--- src/rtl/wsd_pkg.sv ---
`default_nettype none

package wsd_pkg;

  // width of the max_payload register
  localparam int unsigned CfgW = 21;
  localparam logic [CfgW-1:0] MAX_PAYLOAD_RESET = 21'd1048576;

  // frame header codes
  localparam logic [3:0] OP_CONT  = 4'h0;
  localparam logic [3:0] OP_TEXT  = 4'h1;
  localparam logic [3:0] OP_CLOSE = 4'h8;
  localparam logic [3:0] OP_PING  = 4'h9;
  localparam logic [3:0] OP_PONG  = 4'ha;

  localparam logic [6:0] LEN_CODE_EXT16 = 7'd126;
  localparam logic [6:0] LEN_CODE_EXT64 = 7'd127;
  localparam logic [3:0] EXT16_BYTES    = 4'd2;
  localparam logic [3:0] EXT64_BYTES    = 4'd8;
  localparam int unsigned PING_MAX_LEN  = 125;

  typedef enum logic [2:0] {
    EV_DATA  = 3'd0,
    EV_PING  = 3'd1,
    EV_CLOSE = 3'd2,
    EV_ERROR = 3'd3,
    EV_LONG  = 3'd4
  } ev_kind_e;

  // one result beat from the parser
  typedef struct packed {
    logic       valid;
    ev_kind_e   kind;
    logic [7:0] data;
    logic       has;
    logic       last;
  } wsd_event_t;

endpackage

`default_nettype wire

--- src/rtl/wsd_parser.sv ---
`default_nettype none

module wsd_parser #(
  parameter int unsigned LENGTH_BITS = 21
) (
  input  wire logic                     clk_i,
  input  wire logic                     rst_ni,
  input  wire logic                     step_i,
  input  wire logic [7:0]               rx_byte_i,
  input  wire logic                     connection_start_i,
  input  wire logic [wsd_pkg::CfgW-1:0] max_payload_i,
  output wsd_pkg::wsd_event_t           event_o
);
  import wsd_pkg::*;

  localparam int unsigned LW    = LENGTH_BITS;
  localparam int unsigned CMP_W = (LW + 1 > CfgW) ? LW + 1 : CfgW;

  typedef enum logic [2:0] {
    PH_HDR0    = 3'd0,
    PH_HDR1    = 3'd1,
    PH_EXT     = 3'd2,
    PH_PAYLOAD = 3'd3,
    PH_DEAD    = 3'd4
  } phase_e;

  phase_e        phase_q, phase_d;
  logic [7:0]    hdr0_q, hdr0_d;
  logic          mask_q, mask_d;
  logic [3:0]    ext_left_q, ext_left_d;
  logic [LW-1:0] flen_q, flen_d;
  logic          ovf_q, ovf_d;
  logic [LW-1:0] remain_q, remain_d;
  logic          frag_q, frag_d;
  logic [LW-1:0] msg_len_q, msg_len_d;
  logic          pend_q, pend_d;

  // parse one byte: phase step, then header checks, then end of frame
  always_comb begin
    logic [3:0]       opcode;
    logic             fin;
    logic             do_hdr;
    logic             do_end;
    logic             end_byte;
    logic [CMP_W-1:0] max_ext;
    logic [CMP_W-1:0] total;
    logic [6:0]       len7;

    phase_d    = phase_q;
    hdr0_d     = hdr0_q;
    mask_d     = mask_q;
    ext_left_d = ext_left_q;
    flen_d     = flen_q;
    ovf_d      = ovf_q;
    remain_d   = remain_q;
    frag_d     = frag_q;
    msg_len_d  = msg_len_q;
    pend_d     = pend_q;
    event_o    = '0;
    do_hdr     = 1'b0;
    do_end     = 1'b0;
    end_byte   = 1'b0;
    len7       = rx_byte_i[6:0];
    max_ext    = CMP_W'(max_payload_i);
    total      = '0;

    // new connection clears everything but the register
    if (connection_start_i) begin
      phase_d    = PH_HDR0;
      hdr0_d     = '0;
      mask_d     = 1'b0;
      ext_left_d = '0;
      flen_d     = '0;
      ovf_d      = 1'b0;
      remain_d   = '0;
      frag_d     = 1'b0;
      msg_len_d  = '0;
      pend_d     = 1'b0;
    end

    opcode = hdr0_d[3:0];
    fin    = hdr0_d[7];

    unique case (phase_d)
      PH_HDR0: begin
        hdr0_d  = rx_byte_i;
        phase_d = PH_HDR1;
      end
      PH_HDR1: begin
        mask_d = rx_byte_i[7];
        flen_d = '0;
        ovf_d  = 1'b0;
        if (len7 == LEN_CODE_EXT16 || len7 == LEN_CODE_EXT64) begin
          ext_left_d = (len7 == LEN_CODE_EXT16) ? EXT16_BYTES : EXT64_BYTES;
          phase_d    = PH_EXT;
        end else begin
          flen_d = LW'(len7);
          do_hdr = 1'b1;
        end
      end
      PH_EXT: begin
        if (flen_d[LW-1 -: 8] != 8'd0) begin
          ovf_d = 1'b1;
        end
        flen_d     = LW'({flen_d, rx_byte_i});
        ext_left_d = ext_left_d - 4'd1;
        do_hdr     = (ext_left_d == 4'd0);
      end
      PH_PAYLOAD: begin
        remain_d = remain_d - LW'(1);
        if (remain_d == '0) begin
          do_end   = 1'b1;
          end_byte = 1'b1;
        end else if (!pend_d) begin
          if (opcode == OP_PING) begin
            event_o = '{valid: 1'b1, kind: EV_PING, data: rx_byte_i, has: 1'b1,
                        last: 1'b0};
          end else if (opcode == OP_TEXT || opcode == OP_CONT) begin
            event_o = '{valid: 1'b1, kind: EV_DATA, data: rx_byte_i, has: 1'b1,
                        last: 1'b0};
          end
        end
      end
      default: begin
        // dead parser ignores the byte
      end
    endcase

    // header complete: flag checks, length checks, fragment order
    if (do_hdr) begin
      total = CMP_W'(msg_len_d) + CMP_W'(flen_d);
      if (mask_d || hdr0_d[6:4] != 3'd0) begin
        phase_d = PH_DEAD;
        event_o = '{valid: 1'b1, kind: EV_ERROR, data: 8'd0, has: 1'b0, last: 1'b0};
      end else if (ovf_d || CMP_W'(flen_d) > max_ext) begin
        phase_d = PH_DEAD;
        event_o = '{valid: 1'b1, kind: EV_LONG, data: 8'd0, has: 1'b0, last: 1'b0};
      end else begin
        pend_d = 1'b0;
        if (opcode == OP_CLOSE || opcode == OP_PONG) begin
          do_end = (flen_d == '0);
        end else if (opcode == OP_PING) begin
          pend_d = (CMP_W'(flen_d) > CMP_W'(PING_MAX_LEN)) || !fin;
          do_end = (flen_d == '0);
        end else if (opcode != OP_TEXT && opcode != OP_CONT) begin
          pend_d = 1'b1;
          do_end = (flen_d == '0);
        end else if ((opcode == OP_CONT && !frag_d) ||
                     (opcode == OP_TEXT && frag_d)) begin
          pend_d = 1'b1;
          do_end = (flen_d == '0);
        end else if (total > max_ext) begin
          phase_d = PH_DEAD;
          event_o = '{valid: 1'b1, kind: EV_LONG, data: 8'd0, has: 1'b0, last: 1'b0};
        end else begin
          if (fin) begin
            frag_d    = 1'b0;
            msg_len_d = '0;
          end else begin
            frag_d    = 1'b1;
            msg_len_d = LW'(total);
          end
          do_end = (flen_d == '0);
        end
        if (!event_o.valid && flen_d != '0) begin
          remain_d = flen_d;
          phase_d  = PH_PAYLOAD;
        end
      end
    end

    // end of frame payload, or empty frame
    if (do_end) begin
      if (pend_d) begin
        phase_d = PH_DEAD;
        event_o = '{valid: 1'b1, kind: EV_ERROR, data: 8'd0, has: 1'b0, last: 1'b0};
      end else if (opcode == OP_CLOSE) begin
        phase_d = PH_DEAD;
        event_o = '{valid: 1'b1, kind: EV_CLOSE, data: 8'd0, has: 1'b0, last: 1'b0};
      end else begin
        phase_d = PH_HDR0;
        if (opcode == OP_PING) begin
          event_o = '{valid: 1'b1, kind: EV_PING, data: end_byte ? rx_byte_i : 8'd0,
                      has: end_byte, last: 1'b1};
        end else if (opcode == OP_PONG) begin
          event_o = '0;
        end else if (end_byte) begin
          event_o = '{valid: 1'b1, kind: EV_DATA, data: rx_byte_i, has: 1'b1,
                      last: fin};
        end else if (fin) begin
          event_o = '{valid: 1'b1, kind: EV_DATA, data: 8'd0, has: 1'b0, last: 1'b1};
        end
      end
    end
  end

  // parser state
  always_ff @(posedge clk_i or negedge rst_ni) begin
    if (!rst_ni) begin
      phase_q    <= PH_HDR0;
      hdr0_q     <= '0;
      mask_q     <= 1'b0;
      ext_left_q <= '0;
      flen_q     <= '0;
      ovf_q      <= 1'b0;
      remain_q   <= '0;
      frag_q     <= 1'b0;
      msg_len_q  <= '0;
      pend_q     <= 1'b0;
    end else if (step_i) begin
      phase_q    <= phase_d;
      hdr0_q     <= hdr0_d;
      mask_q     <= mask_d;
      ext_left_q <= ext_left_d;
      flen_q     <= flen_d;
      ovf_q      <= ovf_d;
      remain_q   <= remain_d;
      frag_q     <= frag_d;
      msg_len_q  <= msg_len_d;
      pend_q     <= pend_d;
    end
  end

endmodule

`default_nettype wire

--- src/rtl/websocket_frame_deframer_core.sv ---
// a received byte lands in the input register; the parse logic fills the result register
// once it is free, and the result register frees as it is taken
// throughput: one received byte per cycle while no result beat is held
// reset: parser waits for a first header byte, max_payload returns to 1048576,
// both register stages are emptied
`default_nettype none

module websocket_frame_deframer_core #(
  parameter int unsigned LENGTH_BITS = 21
) (
  input  wire logic                     clk_i,
  input  wire logic                     rst_ni,
  input  wire logic                     cfg_we_i,
  input  wire logic [wsd_pkg::CfgW-1:0] cfg_data_i,
  input  wire logic                     in_valid_i,
  output      logic                     in_ready_o,
  input  wire logic [7:0]               rx_byte_i,
  input  wire logic                     connection_start_i,
  output      logic                     out_valid_o,
  input  wire logic                     out_ready_i,
  output      logic [2:0]               event_kind_o,
  output      logic [7:0]               data_byte_o,
  output      logic                     has_byte_o,
  output      logic                     last_o
);
  import wsd_pkg::*;

  logic [CfgW-1:0] max_payload_q;
  logic            in_vld_q;
  logic [7:0]      in_byte_q;
  logic            in_start_q;
  logic            out_vld_q;
  logic [2:0]      kind_q;
  logic [7:0]      data_q;
  logic            has_q;
  logic            last_q;
  logic            out_free;
  logic            step;
  wsd_event_t      ev;

  assign out_free   = !out_vld_q || out_ready_i;
  assign step       = in_vld_q && out_free;
  assign in_ready_o = !in_vld_q || out_free;

  // max_payload register
  always_ff @(posedge clk_i or negedge rst_ni) begin
    if (!rst_ni) begin
      max_payload_q <= MAX_PAYLOAD_RESET;
    end else if (cfg_we_i) begin
      max_payload_q <= cfg_data_i;
    end
  end

  // input register
  always_ff @(posedge clk_i or negedge rst_ni) begin
    if (!rst_ni) begin
      in_vld_q <= 1'b0;
    end else if (in_ready_o) begin
      in_vld_q <= in_valid_i;
    end
  end

  always_ff @(posedge clk_i) begin
    if (in_ready_o && in_valid_i) begin
      in_byte_q  <= rx_byte_i;
      in_start_q <= connection_start_i;
    end
  end

  wsd_parser #(
    .LENGTH_BITS(LENGTH_BITS)
  ) u_parser (
    .clk_i             (clk_i),
    .rst_ni            (rst_ni),
    .step_i            (step),
    .rx_byte_i         (in_byte_q),
    .connection_start_i(in_start_q),
    .max_payload_i     (max_payload_q),
    .event_o           (ev)
  );

  // result register
  always_ff @(posedge clk_i or negedge rst_ni) begin
    if (!rst_ni) begin
      out_vld_q <= 1'b0;
    end else if (out_free) begin
      out_vld_q <= step && ev.valid;
    end
  end

  always_ff @(posedge clk_i) begin
    if (out_free && step && ev.valid) begin
      kind_q <= ev.kind;
      data_q <= ev.data;
      has_q  <= ev.has;
      last_q <= ev.last;
    end
  end

  assign out_valid_o  = out_vld_q;
  assign event_kind_o = kind_q;
  assign data_byte_o  = data_q;
  assign has_byte_o   = has_q;
  assign last_o       = last_q;

  // input side only stalls behind a held result beat
  a_stall_cause: assert property (@(posedge clk_i) disable iff (!rst_ni)
    !in_ready_o |-> (out_valid_o && !out_ready_i))
    else $error("input stalled without a held result");

  // close, error and too-long beats carry no byte and no end mark
  a_status_beat: assert property (@(posedge clk_i) disable iff (!rst_ni)
    out_valid_o && (event_kind_o == EV_CLOSE || event_kind_o == EV_ERROR ||
                    event_kind_o == EV_LONG) |-> (!has_byte_o && !last_o))
    else $error("status beat with data or last");

  // an empty data or ping beat is always an end marker
  a_empty_marker: assert property (@(posedge clk_i) disable iff (!rst_ni)
    out_valid_o && !has_byte_o && (event_kind_o == EV_DATA || event_kind_o == EV_PING)
    |-> last_o)
    else $error("empty data beat without last");

  // no unknown event codes
  a_kind_range: assert property (@(posedge clk_i) disable iff (!rst_ni)
    out_valid_o |-> (event_kind_o <= EV_LONG))
    else $error("event kind out of range");

endmodule

`default_nettype wire

--- config.mk ---
export PLATFORM = sky130hd
export DESIGN_NAME = websocket_frame_deframer_core
export DESIGN_NICKNAME = d
export VERILOG_FILES = /design/src/rtl/wsd_pkg.sv /design/src/rtl/wsd_parser.sv /design/src/rtl/websocket_frame_deframer_core.sv
export SDC_FILE = /design/constraint.sdc
export NUM_CORES = 1
export LEC_CHECK = 0
export BUFFER_PORTS_ARGS = -buffer_cell sky130_fd_sc_hd__buf_2
export CORE_MARGIN = 3
export CORE_UTILIZATION = 40
export DETAILED_ROUTE_END_ITERATION = 6
export GPL_TIMING_DRIVEN = 0
export PLACE_DENSITY = 0.65
export SLEW_MARGIN = 5
export SYNTH_ARGS = -nofsm -noshare
export SYNTH_HDL_FRONTEND = slang
export SYNTH_SLANG_ARGS = --single-unit
export TNS_END_PERCENT = 20
--- constraint.sdc ---
create_clock -name clk_i -period 8.8 [get_ports clk_i]
set_input_delay 0.44 -clock clk_i [delete_from_list [all_inputs] [get_ports clk_i]]
set_output_delay 0.44 -clock clk_i [all_outputs]
set_load 0.02 [all_outputs]
==> impl_metrics.py, run 1 <==
metrics = {
    "setup_path": {
        "worstSetupStartpointType": "register",
        "critical-path-slowest-cell": "o31ai_2",
        "critPathMaxFanout": 13,
        "cp.required_ps": 8860,
        "end_kind": "register",
        "arrival_ps": 8230,
        "crit_type": "reg2reg",
        "slowest_delay_ps": 540,
    },
    "global_route": {
        "met2_usage_pct": 38.8,
        "top_usage_layer": "met2",
        "grt_pass1_wl_microns": 45900,
        "grt_pass1_vias": 8273,
        "antenna_found_initial": 0,
        "grt_util_met1_pct": 31.7,
        "grt-ovfl-total": 0,
        "grt_max_degree": 65,
        "grt_usage_pct": 23.8,
        "globalRouteMet3Util_pct": 4.81,
    },
    "timing": {
        "setup_viol": 0,
        "skew_ps": 14.5,
        "worstMarginPinSlew_ps": 1080,
        "fin_setup_tns_ps": 0,
        "setup_slack_ps": 627,
        "drv_slew": 0,
        "rsz0062_at_grt": "false",
        "hold_viol_final": 0,
        "period_needed_ps": 8170,
        "slew-limit-headroom_pct": 27.1,
        "fin_crit_sh_pct": 92.9,
        "fmax_mhz": 122,
    },
    "floorplanning": {
        "ioPinCount": 50,
        "coreArea_sq_mm": 0.0227,
        "start_util_pct": 40.7,
        "std_cell_rows": 55,
        "die_y_microns": 158,
        "die_w_microns": 158,
        "dieArea_sq_mm": 0.0250,
    },
    "synth": {
        "syn_area_per_cell_sq_um": 8.55,
        "yosys.area.top_type": "dfrtp_1",
        "postSynth.asyncResetShare_pct": 82.7,
        "synth_seq_area_share_pct": 35.6,
        "synth_enable_flop_cells": 22,
        "yosysUniqueCellTypes": 82,
        "synth_warnings": 0,
        "netlist.area_leader.share_pct": 28.1,
        "synth-main-ff-cell": "dfrtp_1",
        "ys_top_cells_by_area": "dfrtp_1, ha_1, edfxtp_1",
        "ys_seq_elements": 127,
        "syn_nets": 1184,
        "syn-cell-area_sq_mm": 0.00925,
        "syn_inst": 1081,
    },
    "cells_and_area": {
        "utilization_pct": 46.4,
        "nNetsFinal": 1254,
        "areaGrowthSynthToFinish_pct": 13.9,
        "final_cell_mix": "nand2_1, dfrtp_1, a21oi_1, o21ai_0, ha_1",
        "layout_commonest_cell": "nand2_1",
        "drive_above_1_share_pct": 10.6,
        "n_antenna_cell": 0,
        "fillers": 2228,
    },
    "drt": {
        "routed_wl_microns": 29200,
        "avgViaCountPerCell": 5.89,
        "detail_route.wl_per_cell_microns": 20.1,
        "antenna_left": 0,
        "vias": 8540,
        "drt-pass1-iter-count": 7,
        "drc": 0,
        "first_iter_violations": 815,
    },
    "cts": {
        "clk_pin_slew_ps": 60,
        "root_buffer": "clkbuf_16",
        "numCtsBuffers": 17,
        "post_cts_buffers": 0,
        "clock_latency_ps": 430,
        "cts_tree": "yes",
        "clockBufferDepth": 2,
        "cts_sinks": 127,
        "ctsHtreeMaxLevel": 4,
    },
    "place": {
        "gp_congestion": 0.920,
        "dp_worst_setup_slack_ps": 451,
        "port_buffers": 49,
        "post-dp-hpwl_microns": 21400,
    },
    "min_path": {
        "hold_path.class": "in2reg",
    },
    "job": {
        "maxCapViolCount": 0,
    },
    "pwr": {
        "cellPowerDensity_mw_per_mm2": 241,
        "fin_total_pwr_mw": 2.54,
        "ir_drop_mv": 0.0995,
        "leakagePower_nw": 4.82,
    },
    "outcome": {
        "outcome": "complete, no violations",
    },
}
## kinds of logic after synthesis
logic type / count (synthesis) / share of synthesized area [%]
and+or+nand+nor: 428 / 23.7
AOI/OAI and AO/OA: 299 / 21.7
DFF: 127 / 35.6
buffers and inverters: 114 / 5.09
adders and majority gates: 68 / 9.28
xor gates and xnor gates: 28 / 2.65
muxes: 17 / 1.96
## power by group
group          switching [mW]  internal (mW)  leakage (nW)
clock network           0.299          0.478         0.299
registers               0.105          0.703          1.60
logic                   0.610          0.344          2.93
total                    1.01           1.53          4.82
## flip-flops by register name (all words and copies together), names as in the netlist
name,flops
data_byte_o,8
event_kind_o,3
has_byte_o,1
in_byte_q,8
in_start_q,1
in_vld_q,1
last_o,1
max_payload_q,21
out_valid_o,1
u_parser.ext_left_q,4
u_parser.flen_q,21
u_parser.frag_q,1
u_parser.hdr0_q,8
u_parser.mask_q,1
u_parser.msg_len_q,21
u_parser.ovf_q,1
u_parser.pend_q,1
u_parser.phase_q,3
u_parser.remain_q,21
## Yosys cell counts (all sizes together), types with 11 or more instances
cell and instances:
dfrtp 104, nand4 11, a21oi 70, nand2 158
buf 15, a21o 43, o21ai 73, a31oi 13
edfxtp 22, nor2b 41, nand2b 24, clkbuf 42
ha 67, o31ai 11, a22o 23, inv 55
nor2 62, xnor2 19, nor4 13, nand3 17
nand3b 19, nor3 36
## layout make-up
class | instances | area (sq um) | share of cell area (%)
repair buffers | 51 | 289 | 2.75
multi-input cells | 840 | 5490 | 52.1
inverters | 57 | 219 | 2.08
well taps | 285 | 357 | 3.39
clock inverters | 15 | 208 | 1.97
plain buffers | 57 | 255 | 2.42
clock buffers | 17 | 425 | 4.04
flip-flops and latches | 127 | 3290 | 31.2
## through the flow
stage | std cells | hold WS [ps] | instance area (sq um)
after floorplan | 1081 | 144 | 9250
after global placement | 1415 | 456 | 9850
after detailed placement | 1416 | 396 | 9880
after CTS | 1449 | 173 | 10500
after global routing | 1449 | 174 | 10500
final | 1449 | 187 | 10500
## metal layers
| layer | vias to the layer above | routed length, microns |
|---|---|---|
| met5 | - | 0 |
| li1 | 4054 | - |
| met1 | 4012 | 12600 |
| met2 | 384 | 13400 |
| met4 | 0 | 1010 |
| met3 | 90 | 2180 |
## what timing repair did
| action | in CTS | in global routing |
|---|---|---|
| resized for setup | 0 | 5 |
| hold buffers | 1 | 0 |
| hold endpoints to repair | 40 | 0 |
| endpoints found under the setup margin | 0 | 13 |
## critical path, delay by kind of cell (launching register included)
| kind | cells | cell delay [ps] |
|---|---|---|
| and+or+nand+nor | 7 | 1510 |
| adders and majority gates | 2 | 660 |
| buffers and inverters | 8 | 2620 |
| xor gates and xnor gates | 1 | 270 |
| AOI/OAI and AO/OA | 10 | 2420 |
| DFF | 1 | 310 |
## worst paths after layout
kind / start / end / slack (ps) / cells after the start
min in group asynchronous: rst_ni / max_payload_q[14] / 500 / 2
hold reg to reg: u_parser.mask_q / u_parser.mask_q / 490 / 2
setup / recovery: in_start_q / event_kind_o[1] / 630 / 28
setup reg to reg: in_start_q / event_kind_o[1] / 630 / 28
max in group asynchronous: rst_ni / in_vld_q / 7610 / 3
hold / removal: rx_byte_i[5] / in_byte_q[5] / 190 / 1
Note: power is estimated with default switching activity, not from simulation.
==> run 2: changes to the inputs <==
Settings changed: PLACE_DENSITY 0.65 to 0.67.
Clock period 8.8 ns to 7 ns, I/O delays scaled along.
==> impl_metrics.py, run 2 (synthesis results as in run 1) <==
metrics = {
    "place": {
        "dp_worst_setup_slack_ps": -1400,
        "post-dp-hpwl_microns": 21200,
        "gp_congestion": 0.969,
        "port_buffers": 49,
        "place_inst": 1416,
    },
    "drt": {
        "drc": 0,
        "avgViaCountPerCell": 6.02,
        "drt-pass1-iter-count": 5,
        "routed_wl_microns": 29100,
        "antenna_left": 0,
        "detail_route.wl_per_cell_microns": 20.1,
        "vias": 8730,
        "first_iter_violations": 825,
    },
    "floorplanning": {
        "die_w_microns": 158,
        "std_cell_rows": 55,
        "coreArea_sq_mm": 0.0227,
        "die_y_microns": 158,
        "start_util_pct": 40.7,
        "dieArea_sq_mm": 0.0250,
        "ioPinCount": 50,
    },
    "cts": {
        "cts_sinks": 127,
        "cts_tree": "yes",
        "clockBufferDepth": 2,
        "root_buffer": "clkbuf_16",
        "clock_latency_ps": 430,
        "ctsHtreeMaxLevel": 4,
        "clk_pin_slew_ps": 60,
        "numCtsBuffers": 17,
    },
    "setup_path": {
        "cp.required_ps": 7310,
        "rrSetupSlack_ps": 230,
        "ff2ff_path_depth": 29,
        "r2r-start": "u_parser.phase_q[2]",
        "crit_type": "reg2reg",
        "critical-path-slowest-cell": "dfrtp_1",
        "slowest_delay_ps": 590,
        "crit_path_frequent_cell": "a21oi_1",
        "end_kind": "register",
        "worstSetupStartpointType": "register",
        "timing.rr.end": "u_parser.remain_q[18]",
        "arrival_ps": 7080,
        "critPathMaxFanout": 10,
    },
    "global_route": {
        "antenna_found_initial": 0,
        "grt_pass1_wl_microns": 45500,
        "grt_usage_pct": 23.6,
        "grt_pass1_vias": 8206,
        "grt-ovfl-total": 0,
        "grt_max_degree": 78,
    },
    "pwr": {
        "fin_total_pwr_mw": 3.13,
        "p_clk_share_pct": 28.5,
        "swShare_pct": 40.3,
        "p_switching_mw": 1.26,
        "cellPowerDensity_mw_per_mm2": 295,
        "pwr-share-seq_pct": 32.6,
        "leakagePower_nw": 4.89,
        "ir_drop_mv": 0.145,
        "pwr-share-comb_pct": 38.9,
        "p_int_mw": 1.87,
    },
    "timing": {
        "fin_crit_sh_pct": 96.8,
        "hold_viol_final": 0,
        "setup_slack_ps": 226,
        "fmax_mhz": 148,
        "drv_slew": 0,
        "holdWs_ps": 92.3,
        "slew-limit-headroom_pct": 20.4,
        "period_needed_ps": 6770,
        "setup_viol": 0,
        "fin_setup_tns_ps": 0,
        "worstMarginPinSlew_ps": 1190,
        "skew_ps": 9.38,
    },
    "outcome": {
        "outcome": "complete, no violations",
    },
    "cells_and_area": {
        "n_antenna_cell": 0,
        "areaGrowthSynthToFinish_pct": 14.7,
        "nNetsFinal": 1256,
        "fillers": 2236,
        "final_cell_mix": "nand2_1, dfrtp_1, a21oi_1",
        "layout_commonest_cell": "nand2_1",
        "final_cells": 1451,
        "drive_above_1_share_pct": 12.0,
    },
    "job": {
        "maxCapViolCount": 0,
    },
    "min_path": {
        "hold_path.class": "in2reg",
        "hold_depth": 1,
        "min_from": "rx_byte_i[4]",
        "holdPathEnd": "in_byte_q[4]",
    },
}
[run 2: changes by cell type in the layout (fill, tap and decap cells not counted), moves of 3 or more]
| cell | before | now |
|---|---|---|
| o21ai_0 | 70 | 67 |
| inv_6 | 5 | 1 |
| clkbuf_1 | 40 | 36 |
| clkinv_2 | 0 | 4 |
| buf_4 | 2 | 6 |
| clkbuf_4 | 0 | 4 |
[run 2: critical path, delay by kind of cell, from the launching register on]
family          cells  cell delay (ps)
compound gates     14             2570
xor+xnor            1              230
fa+ha+maj           2              570
buf+inv             5             1440
flops               1              590
simple gates        7             1240
[run 2: worst max path at each step]
| stage | endpoint | slack, ps | startpoint |
|---|---|---|---|
| after global placement | data_byte_o[7] | -1320 | in_start_q |
| after floorplan | data_byte_o[0] | 430 | in_start_q |
| final | u_parser.remain_q[18] | 230 | u_parser.phase_q[2] |
| after detailed placement | data_byte_o[7] | -1400 | in_start_q |
| after CTS | data_byte_o[2] | 7 | in_start_q |
| after global routing | u_parser.remain_q[18] | -8 | in_start_q |
[run 2: metal layers]
layer	vias to the layer above	wire [microns]	global-route usage, %
li1	4059	-	-
met1	4162	12700	31.5
met2	416	12900	38.1
met3	93	2360	4.05
met4	0	1200	9.95
met5	-	0	0
[run 2: power groups by stage]
stage | clock [mW] | sequential (mW) | combinational, mW
after floorplan | 0 | 1.00 | 0.830
after global placement | 0 | 1.02 | 1.15
after detailed placement | 0 | 1.02 | 1.17
after CTS | 0.901 | 1.01 | 1.19
after global routing | 0.928 | 1.03 | 1.32
final | 0.889 | 1.02 | 1.22
[run 2: repair_timing]
| action | CTS | global route |
|---|---|---|
| gates resized for setup | 21 | 21 |
| buffers inserted | 0 | 2 |
| hold buffers | 1 | 0 |
| pin swaps | 0 | 2 |
| setup endpoints to repair | 73 | 52 |
| endpoints found under the hold margin | 27 | 0 |
[run 2: metrics by stage]
stage | utilization, % | cell area [sq um]
2_1_floorplan | - | 9250
4_1_cts | 46.4 | 10500
3_5_place_dp | 43.5 | 9880
3_3_place_gp | 43.4 | 9850
5_1_grt | 46.7 | 10600
6_report | 46.7 | 10600
[run 2: area by class of cell]
type                    instances  area (sq um)  share of cell area (%)
multi-input cells             840          5580                    52.6
flip-flops and latches        127          3290                    31.0
clock buffers                  22           464                    4.38
well taps                     285           357                    3.36
repair buffers                 53           304                    2.87
plain buffers                  57           279                    2.63
inverters                      57           219                    2.07
clock inverters                10           113                    1.06
